### src/rtl/gcne_pkg.sv
package gcne_pkg;

  localparam int MAX_AXIS_CELLS = 16;
  localparam int CFG_W          = 5;
  localparam int CFG_IDX_W      = 2;
  localparam int IDX_W          = 12;
  localparam int AXIS_W         = $clog2(MAX_AXIS_CELLS + 1);
  localparam int POS_W          = (MAX_AXIS_CELLS > 1) ? $clog2(MAX_AXIS_CELLS) : 1;
  localparam int PLANE_W        = $clog2(MAX_AXIS_CELLS * MAX_AXIS_CELLS + 1);
  localparam int DIV_STEPS      = IDX_W / 2;
  localparam int DCNT_W         = $clog2(DIV_STEPS);
  localparam int NUM_DIRS       = 26;
  localparam int DIR_W          = $clog2(NUM_DIRS);

  localparam logic [CFG_IDX_W-1:0] CFG_LENGTH = 2'd0;
  localparam logic [CFG_IDX_W-1:0] CFG_WIDTH  = 2'd1;
  localparam logic [CFG_IDX_W-1:0] CFG_HEIGHT = 2'd2;

  localparam logic [1:0] STEP_ZERO = 2'b00;
  localparam logic [1:0] STEP_POS  = 2'b01;
  localparam logic [1:0] STEP_NEG  = 2'b11;

  typedef struct packed {
    logic [AXIS_W-1:0]  len;
    logic [AXIS_W-1:0]  wid;
    logic [AXIS_W-1:0]  hgt;
    logic [PLANE_W-1:0] plane;
  } geom_t;

  typedef struct packed {
    logic [IDX_W-1:0]    base;
    logic [NUM_DIRS-1:0] mask;
    logic                err;
  } entry_t;

  // visit order: in-plane ring, layer above, layer below
  localparam logic [1:0] DIR_DX [NUM_DIRS] = '{
    STEP_ZERO, STEP_POS, STEP_NEG, STEP_ZERO, STEP_POS, STEP_NEG, STEP_NEG, STEP_POS,
    STEP_ZERO, STEP_POS, STEP_NEG, STEP_ZERO, STEP_POS, STEP_NEG, STEP_ZERO, STEP_POS,
    STEP_NEG,
    STEP_ZERO, STEP_POS, STEP_NEG, STEP_ZERO, STEP_POS, STEP_NEG, STEP_ZERO, STEP_POS,
    STEP_NEG
  };

  localparam logic [1:0] DIR_DY [NUM_DIRS] = '{
    STEP_POS, STEP_POS, STEP_POS, STEP_NEG, STEP_NEG, STEP_NEG, STEP_ZERO, STEP_ZERO,
    STEP_ZERO, STEP_ZERO, STEP_ZERO, STEP_POS, STEP_POS, STEP_POS, STEP_NEG, STEP_NEG,
    STEP_NEG,
    STEP_ZERO, STEP_ZERO, STEP_ZERO, STEP_POS, STEP_POS, STEP_POS, STEP_NEG, STEP_NEG,
    STEP_NEG
  };

  localparam logic [1:0] DIR_DZ [NUM_DIRS] = '{
    STEP_ZERO, STEP_ZERO, STEP_ZERO, STEP_ZERO, STEP_ZERO, STEP_ZERO, STEP_ZERO,
    STEP_ZERO,
    STEP_POS, STEP_POS, STEP_POS, STEP_POS, STEP_POS, STEP_POS, STEP_POS, STEP_POS,
    STEP_POS,
    STEP_NEG, STEP_NEG, STEP_NEG, STEP_NEG, STEP_NEG, STEP_NEG, STEP_NEG, STEP_NEG,
    STEP_NEG
  };

  function automatic logic [AXIS_W-1:0] clamp_axis(input logic [CFG_W-1:0] v);
    logic [AXIS_W-1:0] r;
    if (v == '0) begin
      r = AXIS_W'(1);
    end else if (32'(v) > MAX_AXIS_CELLS) begin
      r = AXIS_W'(MAX_AXIS_CELLS);
    end else begin
      r = AXIS_W'(v);
    end
    return r;
  endfunction

  function automatic logic axis_ok(input logic [POS_W-1:0] pos, input logic [1:0] d,
                                   input logic [AXIS_W-1:0] size);
    logic ok;
    case (d)
      STEP_NEG: ok = (pos != '0);
      STEP_POS: ok = ({1'b0, AXIS_W'(pos)} + (AXIS_W+1)'(1)) < {1'b0, size};
      default:  ok = 1'b1;
    endcase
    return ok;
  endfunction

  // one restoring divide step: {remainder, quotient bit}
  function automatic logic [AXIS_W:0] div_step(input logic [AXIS_W-1:0] rem,
                                               input logic b,
                                               input logic [AXIS_W-1:0] d);
    logic [AXIS_W:0] t;
    logic [AXIS_W:0] r;
    t = {rem, b};
    if (t >= {1'b0, d}) begin
      r = {AXIS_W'(t - {1'b0, d}), 1'b1};
    end else begin
      r = {AXIS_W'(t), 1'b0};
    end
    return r;
  endfunction

endpackage

### src/rtl/gcne_front.sv
module gcne_front (
  input  logic                clk,
  input  logic                rst_n,
  input  logic                in_valid,
  output logic                in_stall,
  input  logic [11:0]         in_cell_index,
  input  gcne_pkg::geom_t     geom,
  input  logic                q_full,
  output logic                q_push,
  output gcne_pkg::entry_t    q_entry
);
  import gcne_pkg::*;

  typedef enum logic [1:0] {S_IDLE, S_DIV1, S_DIV2, S_PUSH} state_t;

  state_t              state_r, state_nxt;
  logic [DCNT_W-1:0]   cnt_r, cnt_nxt;
  logic [IDX_W-1:0]    dvd_r, dvd_nxt;
  logic [AXIS_W-1:0]   rem_r, rem_nxt;
  logic [IDX_W-1:0]    base_r, base_nxt;
  logic [POS_W-1:0]    col_r, col_nxt;
  logic [POS_W-1:0]    row_r, row_nxt;

  logic [AXIS_W-1:0]   divisor;
  logic [AXIS_W:0]     st1, st2;
  logic                accept;
  logic                last_step;
  logic [POS_W-1:0]    lay;
  logic                err;
  logic [NUM_DIRS-1:0] mask;

  assign in_stall  = !((state_r == S_IDLE) || (state_r == S_PUSH && !q_full));
  assign accept    = in_valid && !in_stall;
  assign q_push    = (state_r == S_PUSH) && !q_full;
  assign divisor   = (state_r == S_DIV1) ? geom.len : geom.wid;
  assign st1       = div_step(rem_r, dvd_r[IDX_W-1], divisor);
  assign st2       = div_step(st1[AXIS_W:1], dvd_r[IDX_W-2], divisor);
  assign last_step = (cnt_r == DCNT_W'(DIV_STEPS - 1));

  // after the second pass dvd_r holds index div plane, i.e. the layer
  assign lay = dvd_r[POS_W-1:0];
  assign err = (dvd_r >= IDX_W'(geom.hgt));

  always_comb begin
    for (int k = 0; k < NUM_DIRS; k++) begin
      mask[k] = !err && axis_ok(col_r, DIR_DX[k], geom.len) &&
                axis_ok(row_r, DIR_DY[k], geom.wid) &&
                axis_ok(lay, DIR_DZ[k], geom.hgt);
    end
  end

  assign q_entry = '{base: base_r, mask: mask, err: err};

  always_comb begin
    state_nxt = state_r;
    cnt_nxt   = cnt_r;
    dvd_nxt   = dvd_r;
    rem_nxt   = rem_r;
    base_nxt  = base_r;
    col_nxt   = col_r;
    row_nxt   = row_r;
    unique case (state_r)
      S_IDLE: begin
      end
      S_DIV1, S_DIV2: begin
        dvd_nxt = {dvd_r[IDX_W-3:0], st1[0], st2[0]};
        rem_nxt = st2[AXIS_W:1];
        cnt_nxt = cnt_r + DCNT_W'(1);
        if (last_step) begin
          cnt_nxt = '0;
          rem_nxt = '0;
          if (state_r == S_DIV1) begin
            col_nxt   = st2[POS_W:1];
            state_nxt = S_DIV2;
          end else begin
            row_nxt   = st2[POS_W:1];
            state_nxt = S_PUSH;
          end
        end
      end
      S_PUSH: begin
        if (!q_full) begin
          state_nxt = S_IDLE;
        end
      end
      default: state_nxt = S_IDLE;
    endcase
    if (accept) begin
      dvd_nxt   = in_cell_index;
      base_nxt  = in_cell_index;
      rem_nxt   = '0;
      cnt_nxt   = '0;
      state_nxt = S_DIV1;
    end
  end

  always_ff @(posedge clk) begin
    if (!rst_n) begin
      state_r <= S_IDLE;
      cnt_r   <= '0;
    end else begin
      state_r <= state_nxt;
      cnt_r   <= cnt_nxt;
    end
    dvd_r  <= dvd_nxt;
    rem_r  <= rem_nxt;
    base_r <= base_nxt;
    col_r  <= col_nxt;
    row_r  <= row_nxt;
  end

endmodule

### src/rtl/gcne_fifo.sv
module gcne_fifo (
  input  logic             clk,
  input  logic             rst_n,
  input  logic             push,
  input  gcne_pkg::entry_t push_data,
  input  logic             pop,
  output gcne_pkg::entry_t pop_data,
  output logic             full,
  output logic             empty
);
  import gcne_pkg::*;

  entry_t     mem_r [2];
  logic       wr_ptr_r;
  logic       rd_ptr_r;
  logic [1:0] cnt_r, cnt_nxt;

  assign full     = (cnt_r == 2'd2);
  assign empty    = (cnt_r == 2'd0);
  assign pop_data = mem_r[rd_ptr_r];

  always_comb begin
    cnt_nxt = cnt_r;
    if (push && !pop) begin
      cnt_nxt = cnt_r + 2'd1;
    end else if (pop && !push) begin
      cnt_nxt = cnt_r - 2'd1;
    end
  end

  always_ff @(posedge clk) begin
    if (!rst_n) begin
      wr_ptr_r <= 1'b0;
      rd_ptr_r <= 1'b0;
      cnt_r    <= 2'd0;
    end else begin
      cnt_r <= cnt_nxt;
      if (push) begin
        wr_ptr_r <= !wr_ptr_r;
      end
      if (pop) begin
        rd_ptr_r <= !rd_ptr_r;
      end
    end
    if (push) begin
      mem_r[wr_ptr_r] <= push_data;
    end
  end

endmodule

### src/rtl/gcne_back.sv
module gcne_back (
  input  logic               clk,
  input  logic               rst_n,
  input  gcne_pkg::geom_t    geom,
  input  logic               q_empty,
  input  gcne_pkg::entry_t   q_data,
  output logic               q_pop,
  output logic               out_valid,
  input  logic               out_stall,
  output logic [11:0]        out_neighbor_index,
  output logic signed [1:0]  out_step_x,
  output logic signed [1:0]  out_step_y,
  output logic signed [1:0]  out_step_z,
  output logic               out_last_of_run,
  output logic               out_index_error
);
  import gcne_pkg::*;

  logic                act_r, act_nxt;
  logic [IDX_W-1:0]    base_r, base_nxt;
  logic [NUM_DIRS-1:0] mask_r, mask_nxt;
  logic                err_r, err_nxt;

  logic                out_valid_r, out_valid_nxt;
  logic [IDX_W-1:0]    nidx_r, nidx_nxt;
  logic [1:0]          sx_r, sx_nxt;
  logic [1:0]          sy_r, sy_nxt;
  logic [1:0]          sz_r, sz_nxt;
  logic                last_r, last_nxt;
  logic                ierr_r, ierr_nxt;

  logic                out_free;
  logic                emit;
  logic                done;
  logic                can_load;
  logic [NUM_DIRS-1:0] rest;
  logic [DIR_W-1:0]    k;
  logic [1:0]          dx, dy, dz;
  logic [IDX_W-1:0]    len_x, plane_x;
  logic [IDX_W-1:0]    x_term, y_term, z_term;
  logic [IDX_W-1:0]    nbr;

  assign out_free = !out_valid_r || !out_stall;
  assign emit     = act_r && out_free;
  assign rest     = mask_r & (mask_r - NUM_DIRS'(1));
  assign done     = err_r || (rest == '0);
  assign can_load = !act_r || (emit && done);
  assign q_pop    = can_load && !q_empty;

  // lowest pending direction
  always_comb begin
    k = '0;
    for (int i = NUM_DIRS - 1; i >= 0; i--) begin
      if (mask_r[i]) begin
        k = DIR_W'(i);
      end
    end
  end

  assign dx      = DIR_DX[k];
  assign dy      = DIR_DY[k];
  assign dz      = DIR_DZ[k];
  assign len_x   = IDX_W'(geom.len);
  assign plane_x = IDX_W'(geom.plane);
  assign x_term  = {{(IDX_W-1){dx[1]}}, dx[0]};

  always_comb begin
    case (dy)
      STEP_POS: y_term = len_x;
      STEP_NEG: y_term = -len_x;
      default:  y_term = '0;
    endcase
    case (dz)
      STEP_POS: z_term = plane_x;
      STEP_NEG: z_term = -plane_x;
      default:  z_term = '0;
    endcase
  end

  assign nbr = base_r + x_term + y_term + z_term;

  always_comb begin
    act_nxt       = act_r;
    base_nxt      = base_r;
    mask_nxt      = mask_r;
    err_nxt       = err_r;
    out_valid_nxt = out_valid_r;
    nidx_nxt      = nidx_r;
    sx_nxt        = sx_r;
    sy_nxt        = sy_r;
    sz_nxt        = sz_r;
    last_nxt      = last_r;
    ierr_nxt      = ierr_r;
    if (emit) begin
      out_valid_nxt = 1'b1;
      mask_nxt      = rest;
      act_nxt       = !done;
      last_nxt      = done;
      ierr_nxt      = err_r;
      if (err_r) begin
        nidx_nxt = '0;
        sx_nxt   = STEP_ZERO;
        sy_nxt   = STEP_ZERO;
        sz_nxt   = STEP_ZERO;
      end else begin
        nidx_nxt = nbr;
        sx_nxt   = dx;
        sy_nxt   = dy;
        sz_nxt   = dz;
      end
    end else if (out_free) begin
      out_valid_nxt = 1'b0;
    end
    // a request with no neighbours is dropped here
    if (q_pop) begin
      base_nxt = q_data.base;
      mask_nxt = q_data.mask;
      err_nxt  = q_data.err;
      act_nxt  = q_data.err || (q_data.mask != '0);
    end
  end

  always_ff @(posedge clk) begin
    if (!rst_n) begin
      act_r       <= 1'b0;
      out_valid_r <= 1'b0;
    end else begin
      act_r       <= act_nxt;
      out_valid_r <= out_valid_nxt;
    end
    base_r <= base_nxt;
    mask_r <= mask_nxt;
    err_r  <= err_nxt;
    nidx_r <= nidx_nxt;
    sx_r   <= sx_nxt;
    sy_r   <= sy_nxt;
    sz_r   <= sz_nxt;
    last_r <= last_nxt;
    ierr_r <= ierr_nxt;
  end

  assign out_valid          = out_valid_r;
  assign out_neighbor_index = nidx_r;
  assign out_step_x         = sx_r;
  assign out_step_y         = sy_r;
  assign out_step_z         = sz_r;
  assign out_last_of_run    = last_r;
  assign out_index_error    = ierr_r;

endmodule

### src/rtl/grid_cell_neighbor_enumerator_core.sv
// channel   direction  handshake          payload
// in        input      in_valid/in_stall   in_cell_index
// out       output     out_valid/out_stall out_neighbor_index, out_step_*, out_last_of_run,
//                                          out_index_error
// cfg       input      cfg_wr_en           cfg_index, cfg_wdata
//
// the front splits each index with a radix-4 divider in two passes
// (column, then row and layer), and takes a new request only once the last is queued.
// the back sends one result per cycle while not stalled: up to 26 for an interior cell,
// one for an out-of-grid index, none for a single-cell grid.
// reset sets all axis sizes to 1 and empties the two-entry queue; no clearing pass.
// out_stall holds the result register and stops the back; in_stall rises while
// the divider is busy or a split request waits on a full queue.
module grid_cell_neighbor_enumerator_core (
  input  logic              clk,
  input  logic              rst_n,
  input  logic              in_valid,
  output logic              in_stall,
  input  logic [11:0]       in_cell_index,
  output logic              out_valid,
  input  logic              out_stall,
  output logic [11:0]       out_neighbor_index,
  output logic signed [1:0] out_step_x,
  output logic signed [1:0] out_step_y,
  output logic signed [1:0] out_step_z,
  output logic              out_last_of_run,
  output logic              out_index_error,
  input  logic              cfg_wr_en,
  input  logic [1:0]        cfg_index,
  input  logic [4:0]        cfg_wdata
);
  import gcne_pkg::*;

  logic [CFG_W-1:0]   length_r, width_r, height_r;
  logic [PLANE_W-1:0] plane_r;
  geom_t              geom;
  logic               q_push, q_pop, q_full, q_empty;
  entry_t             q_entry, q_data;

  always_ff @(posedge clk) begin
    if (!rst_n) begin
      length_r <= CFG_W'(1);
      width_r  <= CFG_W'(1);
      height_r <= CFG_W'(1);
    end else if (cfg_wr_en) begin
      unique case (cfg_index)
        CFG_LENGTH: length_r <= cfg_wdata;
        CFG_WIDTH:  width_r  <= cfg_wdata;
        CFG_HEIGHT: height_r <= cfg_wdata;
        default: begin
        end
      endcase
    end
  end

  // plane is only needed by the back, long after the divider has started
  always_ff @(posedge clk) begin
    plane_r <= PLANE_W'(clamp_axis(length_r)) * PLANE_W'(clamp_axis(width_r));
  end

  assign geom = '{len: clamp_axis(length_r), wid: clamp_axis(width_r),
                  hgt: clamp_axis(height_r), plane: plane_r};

  gcne_front u_front (
    .clk           (clk),
    .rst_n         (rst_n),
    .in_valid      (in_valid),
    .in_stall      (in_stall),
    .in_cell_index (in_cell_index),
    .geom          (geom),
    .q_full        (q_full),
    .q_push        (q_push),
    .q_entry       (q_entry)
  );

  gcne_fifo u_fifo (
    .clk       (clk),
    .rst_n     (rst_n),
    .push      (q_push),
    .push_data (q_entry),
    .pop       (q_pop),
    .pop_data  (q_data),
    .full      (q_full),
    .empty     (q_empty)
  );

  gcne_back u_back (
    .clk                (clk),
    .rst_n              (rst_n),
    .geom               (geom),
    .q_empty            (q_empty),
    .q_data             (q_data),
    .q_pop              (q_pop),
    .out_valid          (out_valid),
    .out_stall          (out_stall),
    .out_neighbor_index (out_neighbor_index),
    .out_step_x         (out_step_x),
    .out_step_y         (out_step_y),
    .out_step_z         (out_step_z),
    .out_last_of_run    (out_last_of_run),
    .out_index_error    (out_index_error)
  );

  a_no_overflow: assert property (@(posedge clk) disable iff (!rst_n)
    q_push |-> !q_full)
    else $error("queue push while full");

  a_no_underflow: assert property (@(posedge clk) disable iff (!rst_n)
    q_pop |-> !q_empty)
    else $error("queue pop while empty");

  a_err_single: assert property (@(posedge clk) disable iff (!rst_n)
    (out_valid && out_index_error) |-> (out_last_of_run && out_neighbor_index == '0 &&
      out_step_x == '0 && out_step_y == '0 && out_step_z == '0))
    else $error("error result not a lone zero result");

  a_step_code: assert property (@(posedge clk) disable iff (!rst_n)
    out_valid |-> (out_step_x != 2'b10 && out_step_y != 2'b10 && out_step_z != 2'b10))
    else $error("illegal step code");

endmodule
### config.mk
export PLATFORM = sky130hd
export DESIGN_NAME = grid_cell_neighbor_enumerator_core
export DESIGN_NICKNAME = d
export VERILOG_FILES = /design/src/rtl/gcne_pkg.sv /design/src/rtl/gcne_front.sv /design/src/rtl/gcne_fifo.sv /design/src/rtl/gcne_back.sv /design/src/rtl/grid_cell_neighbor_enumerator_core.sv
export SDC_FILE = /design/constraint.sdc
export NUM_CORES = 1
export LEC_CHECK = 0
export ABC_AREA = 1
export BUFFER_PORTS_ARGS = -buffer_cell sky130_fd_sc_hd__buf_2
export CORE_MARGIN = 1
export CORE_UTILIZATION = 35
export DETAILED_ROUTE_END_ITERATION = 10
export PLACE_DENSITY_LB_ADDON = 0.12
export SLEW_MARGIN = 20
export SYNTH_ARGS = -nofsm -noshare
export SYNTH_HDL_FRONTEND = slang
export SYNTH_HIERARCHICAL = 1
export SYNTH_SLANG_ARGS = --single-unit
### constraint.sdc
create_clock -name clk -period 8.05 [get_ports clk]
set_input_delay 1.2075 -clock clk [delete_from_list [all_inputs] [get_ports clk]]
set_output_delay 1.2075 -clock clk [all_outputs]
set_load 0.01 [all_outputs]
==> run_summary.xml <==
<?xml version="1.0" encoding="UTF-8"?>
<metrics>
  <group name="global_routing">
    <metric name="grt-ovfl-total" unit="">0</metric>
    <metric name="grt_first_pass_wirelength" unit="mm">44.59</metric>
    <metric name="first_global_vias" unit="">8392</metric>
    <metric name="grt_max_degree" unit="">47</metric>
    <metric name="antenna_found_initial" unit="">0</metric>
    <metric name="groute.usage.overall" unit="">0.1549</metric>
  </group>
  <group name="yosys">
    <metric name="synth-edff-count" unit="">169</metric>
    <metric name="synth_top_cell_area_share" unit="">0.4077</metric>
    <metric name="synth.cell_area" unit="µm²">12450</metric>
    <metric name="netlist.top_cell.by_area" unit="">sky130_fd_sc_hd__edfxtp_1</metric>
    <metric name="async_reset_ff_frac" unit="">0</metric>
    <metric name="ys_seq_area_frac" unit="">0.4737</metric>
    <metric name="synth_top_flop_cell" unit="">sky130_fd_sc_hd__edfxtp_1</metric>
    <metric name="postSynthRegisterBits" unit="">210</metric>
    <metric name="yosysWarnings" unit="">6</metric>
    <metric name="synthCells" unit="">1342</metric>
    <metric name="yosys-top-cells-area" unit="">sky130_fd_sc_hd__edfxtp_1, sky130_fd_sc_hd__nand2_1, sky130_fd_sc_hd__ha_1</metric>
    <metric name="yosysUniqueCellTypes" unit="">51</metric>
    <metric name="syn-num-nets" unit="">1469</metric>
    <metric name="average_instance_area_after_synthesis" unit="µm²">9.275</metric>
  </group>
  <group name="sta">
    <metric name="final_max_slew_viol_count" unit="">0</metric>
    <metric name="max_slew.worst_pin.slew" unit="ps">1020</metric>
    <metric name="rsz_0062_raised_after_global_routing" unit="">no</metric>
    <metric name="worst_slew_margin_rel" unit="">0.3190</metric>
    <metric name="timing.setup.tns" unit="ps">0</metric>
    <metric name="postLayoutSetupSlackWorst" unit="ps">1059</metric>
    <metric name="min_period_over_period" unit="">0.8684</metric>
    <metric name="worst_clock_skew" unit="ps">22.98</metric>
    <metric name="finalHoldViolCount" unit="">0</metric>
    <metric name="setup-violations-final" unit="">0</metric>
    <metric name="final.hold.worst_slack" unit="ps">440.7</metric>
    <metric name="fin_crit" unit="ps">6991</metric>
    <metric name="achievable-frequency" unit="MHz">143.0</metric>
  </group>
  <group name="route">
    <metric name="wl_per_cell" unit="µm">14.56</metric>
    <metric name="detail_route.wirelength" unit="mm">27.27</metric>
    <metric name="routed-via-count" unit="">8576</metric>
    <metric name="dr.first_iter.drc_count" unit="">424</metric>
    <metric name="drt-vias-per-instance" unit="">4.579</metric>
    <metric name="firstDrtPassIters" unit="">5</metric>
    <metric name="drc" unit="">0</metric>
    <metric name="drtAntennaViolNets" unit="">0</metric>
  </group>
  <group name="clocking">
    <metric name="cts_tree" unit="">done</metric>
    <metric name="numCtsBuffers" unit="">24</metric>
    <metric name="cts.sink_count" unit="">210</metric>
    <metric name="worst_setup_hold_path_clk_slew" unit="ps">60</metric>
    <metric name="hold_buffers" unit="">0</metric>
    <metric name="ctsRootBufferMaster" unit="">sky130_fd_sc_hd__clkbuf_16</metric>
    <metric name="cts.repair_timing.setup_buffer_count" unit="">0</metric>
    <metric name="cts.repair.resized" unit="">0</metric>
    <metric name="clock_network_latency_to_the_later_pin_of_the_worst_skew_pair" unit="ps">550</metric>
    <metric name="cts.htree.levels" unit="">1</metric>
    <metric name="max-clock-path-buffers" unit="">3</metric>
  </group>
  <group name="placed_design">
    <metric name="gp_routability_congestion" unit="">0.8277</metric>
    <metric name="port_buffers" unit="">45</metric>
    <metric name="detailed_place_hpwl" unit="mm">20.76</metric>
    <metric name="dp_worst_setup_slack" unit="ps">1003</metric>
    <metric name="detailed_place.area" unit="µm²">13170</metric>
  </group>
  <group name="cells_and_area">
    <metric name="fill_cells" unit="">3479</metric>
    <metric name="share_of_cells_above_drive_strength_1" unit="">0.1298</metric>
    <metric name="finish.utilization" unit="">0.4013</metric>
    <metric name="antenna_cells" unit="">0</metric>
    <metric name="mostFrequentLayoutCells" unit="">sky130_fd_sc_hd__nand2_1, sky130_fd_sc_hd__inv_1, sky130_fd_sc_hd__edfxtp_1, sky130_fd_sc_hd__nor2_1, sky130_fd_sc_hd__ha_1</metric>
    <metric name="area_growth_syn_to_layout" unit="%">12.19</metric>
    <metric name="final_common_cell" unit="">sky130_fd_sc_hd__nand2_1</metric>
    <metric name="final_net_count" unit="">1527</metric>
    <metric name="post-route-cell-area" unit="µm²">13960</metric>
  </group>
  <group name="die">
    <metric name="std_cell_rows" unit="">68</metric>
    <metric name="die_height" unit="µm">190.6</metric>
    <metric name="floorplan.die_area" unit="µm²">36320</metric>
    <metric name="die_width" unit="µm">190.6</metric>
    <metric name="initial_utilization" unit="">0.3577</metric>
    <metric name="boundary_pins" unit="">46</metric>
    <metric name="core-area" unit="µm²">34800</metric>
  </group>
  <group name="job">
    <metric name="max_cap_violation_count" unit="">0</metric>
  </group>
  <group name="min_path">
    <metric name="hold_path_class" unit="">flip-flop to flip-flop</metric>
    <metric name="hold_depth" unit="">0</metric>
  </group>
  <group name="setup_path">
    <metric name="type_of_element_launching_the_critical_path" unit="">flip-flop</metric>
    <metric name="end_kind" unit="">flip-flop</metric>
    <metric name="crit_path_cell_count" unit="">53</metric>
    <metric name="worst-endpoint-arrival" unit="ps">7270</metric>
    <metric name="critPathBufInv" unit="">8</metric>
    <metric name="cp_data_required_time" unit="ps">8330</metric>
    <metric name="crit_path_max_fanout" unit="">9</metric>
    <metric name="family_of_cells_with_the_greatest_summed_delay_on_the_critical_path" unit="">adder cells</metric>
    <metric name="timing.critical_path.slowest_stage_cell" unit="">sky130_fd_sc_hd__fa_1</metric>
    <metric name="cell_count_of_the_worst_reg_to_reg_path" unit="">53</metric>
    <metric name="worst_path_largest_cell_delay" unit="ps">560</metric>
    <metric name="timing_worst_setup_path_type" unit="">flip-flop to flip-flop</metric>
    <metric name="path_common_cell" unit="">sky130_fd_sc_hd__nand2_1</metric>
  </group>
  <group name="power">
    <metric name="power_density" unit="nW/µm²">390.9</metric>
    <metric name="max-vdd-ir-drop" unit="mV">0.2155</metric>
    <metric name="power.leakage" unit="nW">6.169</metric>
    <metric name="clock_power_share" unit="">0.199</metric>
    <metric name="power.share.sequential" unit="">0.306</metric>
    <metric name="combinationalPowerShare" unit="">0.495</metric>
    <metric name="switching_share" unit="">0.4192</metric>
    <metric name="power.net_switching" unit="mW">2.288</metric>
    <metric name="power_report.internal_total" unit="mW">3.171</metric>
  </group>
  <group name="outcome">
    <metric name="status" unit="">completed</metric>
  </group>
</metrics>
[kinds of logic (layout without fill, tap and decap cells)]
family	Yosys count	in the layout	share of synthesized area
flops	210	210	0.4737
xor+xnor	17	17	0.01257
fa+ha+maj	103	103	0.1228
mux	39	39	0.03830
compound gates	154	154	0.06745
buf+inv	264	340	0.08424
simple gates	555	555	0.2009
[power by group through the flow]
stage	clock [mW]	combinational (mW)	sequential, mW
after detailed placement	0	2.72	1.70
after CTS	1.12	2.75	1.67
after floorplan	0	2.10	1.69
after global placement	0	2.70	1.69
after global routing	1.17	3.14	1.70
final	1.09	2.70	1.67
[layout make-up]
type	count	area, µm²	share of cell area
Inverter	245	920.9	0.06594
Clock inverter	13	143.9	0.01030
Timing Repair Buffer	51	270.3	0.01935
Clock buffer	31	646.9	0.04632
Multi-Input combinational cell	868	5517	0.3950
Sequential cell	210	5897	0.4223
Tap cell	455	569.3	0.04077
[synthesized netlist by cell type (6+ instances only)]
cell and instances:
sky130_fd_sc_hd__xnor2_1 7, sky130_fd_sc_hd__nor3_1 18, sky130_fd_sc_hd__mux2_2 29, sky130_fd_sc_hd__fa_1 32
sky130_fd_sc_hd__a21oi_1 51, sky130_fd_sc_hd__nand2_1 277, sky130_fd_sc_hd__clkbuf_1 7, sky130_fd_sc_hd__nand2_2 12
sky130_fd_sc_hd__nor2_1 136, sky130_fd_sc_hd__xor2_1 9, sky130_fd_sc_hd__inv_2 7, sky130_fd_sc_hd__inv_1 236
sky130_fd_sc_hd__nand3_2 8, sky130_fd_sc_hd__nand3_1 53, sky130_fd_sc_hd__nor2_4 6, sky130_fd_sc_hd__nand4_1 10
sky130_fd_sc_hd__nor4_1 8, sky130_fd_sc_hd__dfxtp_1 41, sky130_fd_sc_hd__mux2_4 10, sky130_fd_sc_hd__ha_1 71
sky130_fd_sc_hd__edfxtp_1 169, sky130_fd_sc_hd__o21ai_1 17, sky130_fd_sc_hd__nor2_2 6, sky130_fd_sc_hd__o21ai_0 63
[final timing paths]
path                                        start  slack [ps]                             to
worst max-delay path            u_back/mask_r[23]        1060  u_back/out_neighbor_index[11]
worst min-delay path            u_front/base_r[7]         440            u_fifo/mem_r[1][34]
worst min register to register  u_front/base_r[7]         440            u_fifo/mem_r[1][34]
worst max register to register  u_back/mask_r[23]        1060  u_back/out_neighbor_index[11]
[flip-flops by register name (all words and copies together), names as in the netlist, 5 cells and up, named ones only]
name                       count
height_r                       5
length_r                       5
plane_r                        9
u_back/base_r                 12
u_back/mask_r                 26
u_back/out_neighbor_index     12
u_fifo/mem_r                  78
u_front/base_r                12
u_front/dvd_r                 12
u_front/rem_r                  5
width_r                        5
[metal layers]
layer	up-vias	share of wire	routed length, µm	track usage
li1	4483	-	-	-
met1	3952	0.53	14340	0.2295
met2	112	0.43	11710	0.2400
met3	29	0.028	763	0.02116
met4	0	0.017	460	0.03046
met5	-	0	0	0
[through the flow]
stage / total power [mW] / cells
6_report: 5.459 / 1873
5_1_grt: 6.006 / 1873
4_1_cts: 5.541 / 1873
3_5_place_dp: 4.418 / 1829
3_3_place_gp: 4.391 / 1829
2_1_floorplan: 3.790 / 1342
Power figures use the tool's default switching activity.
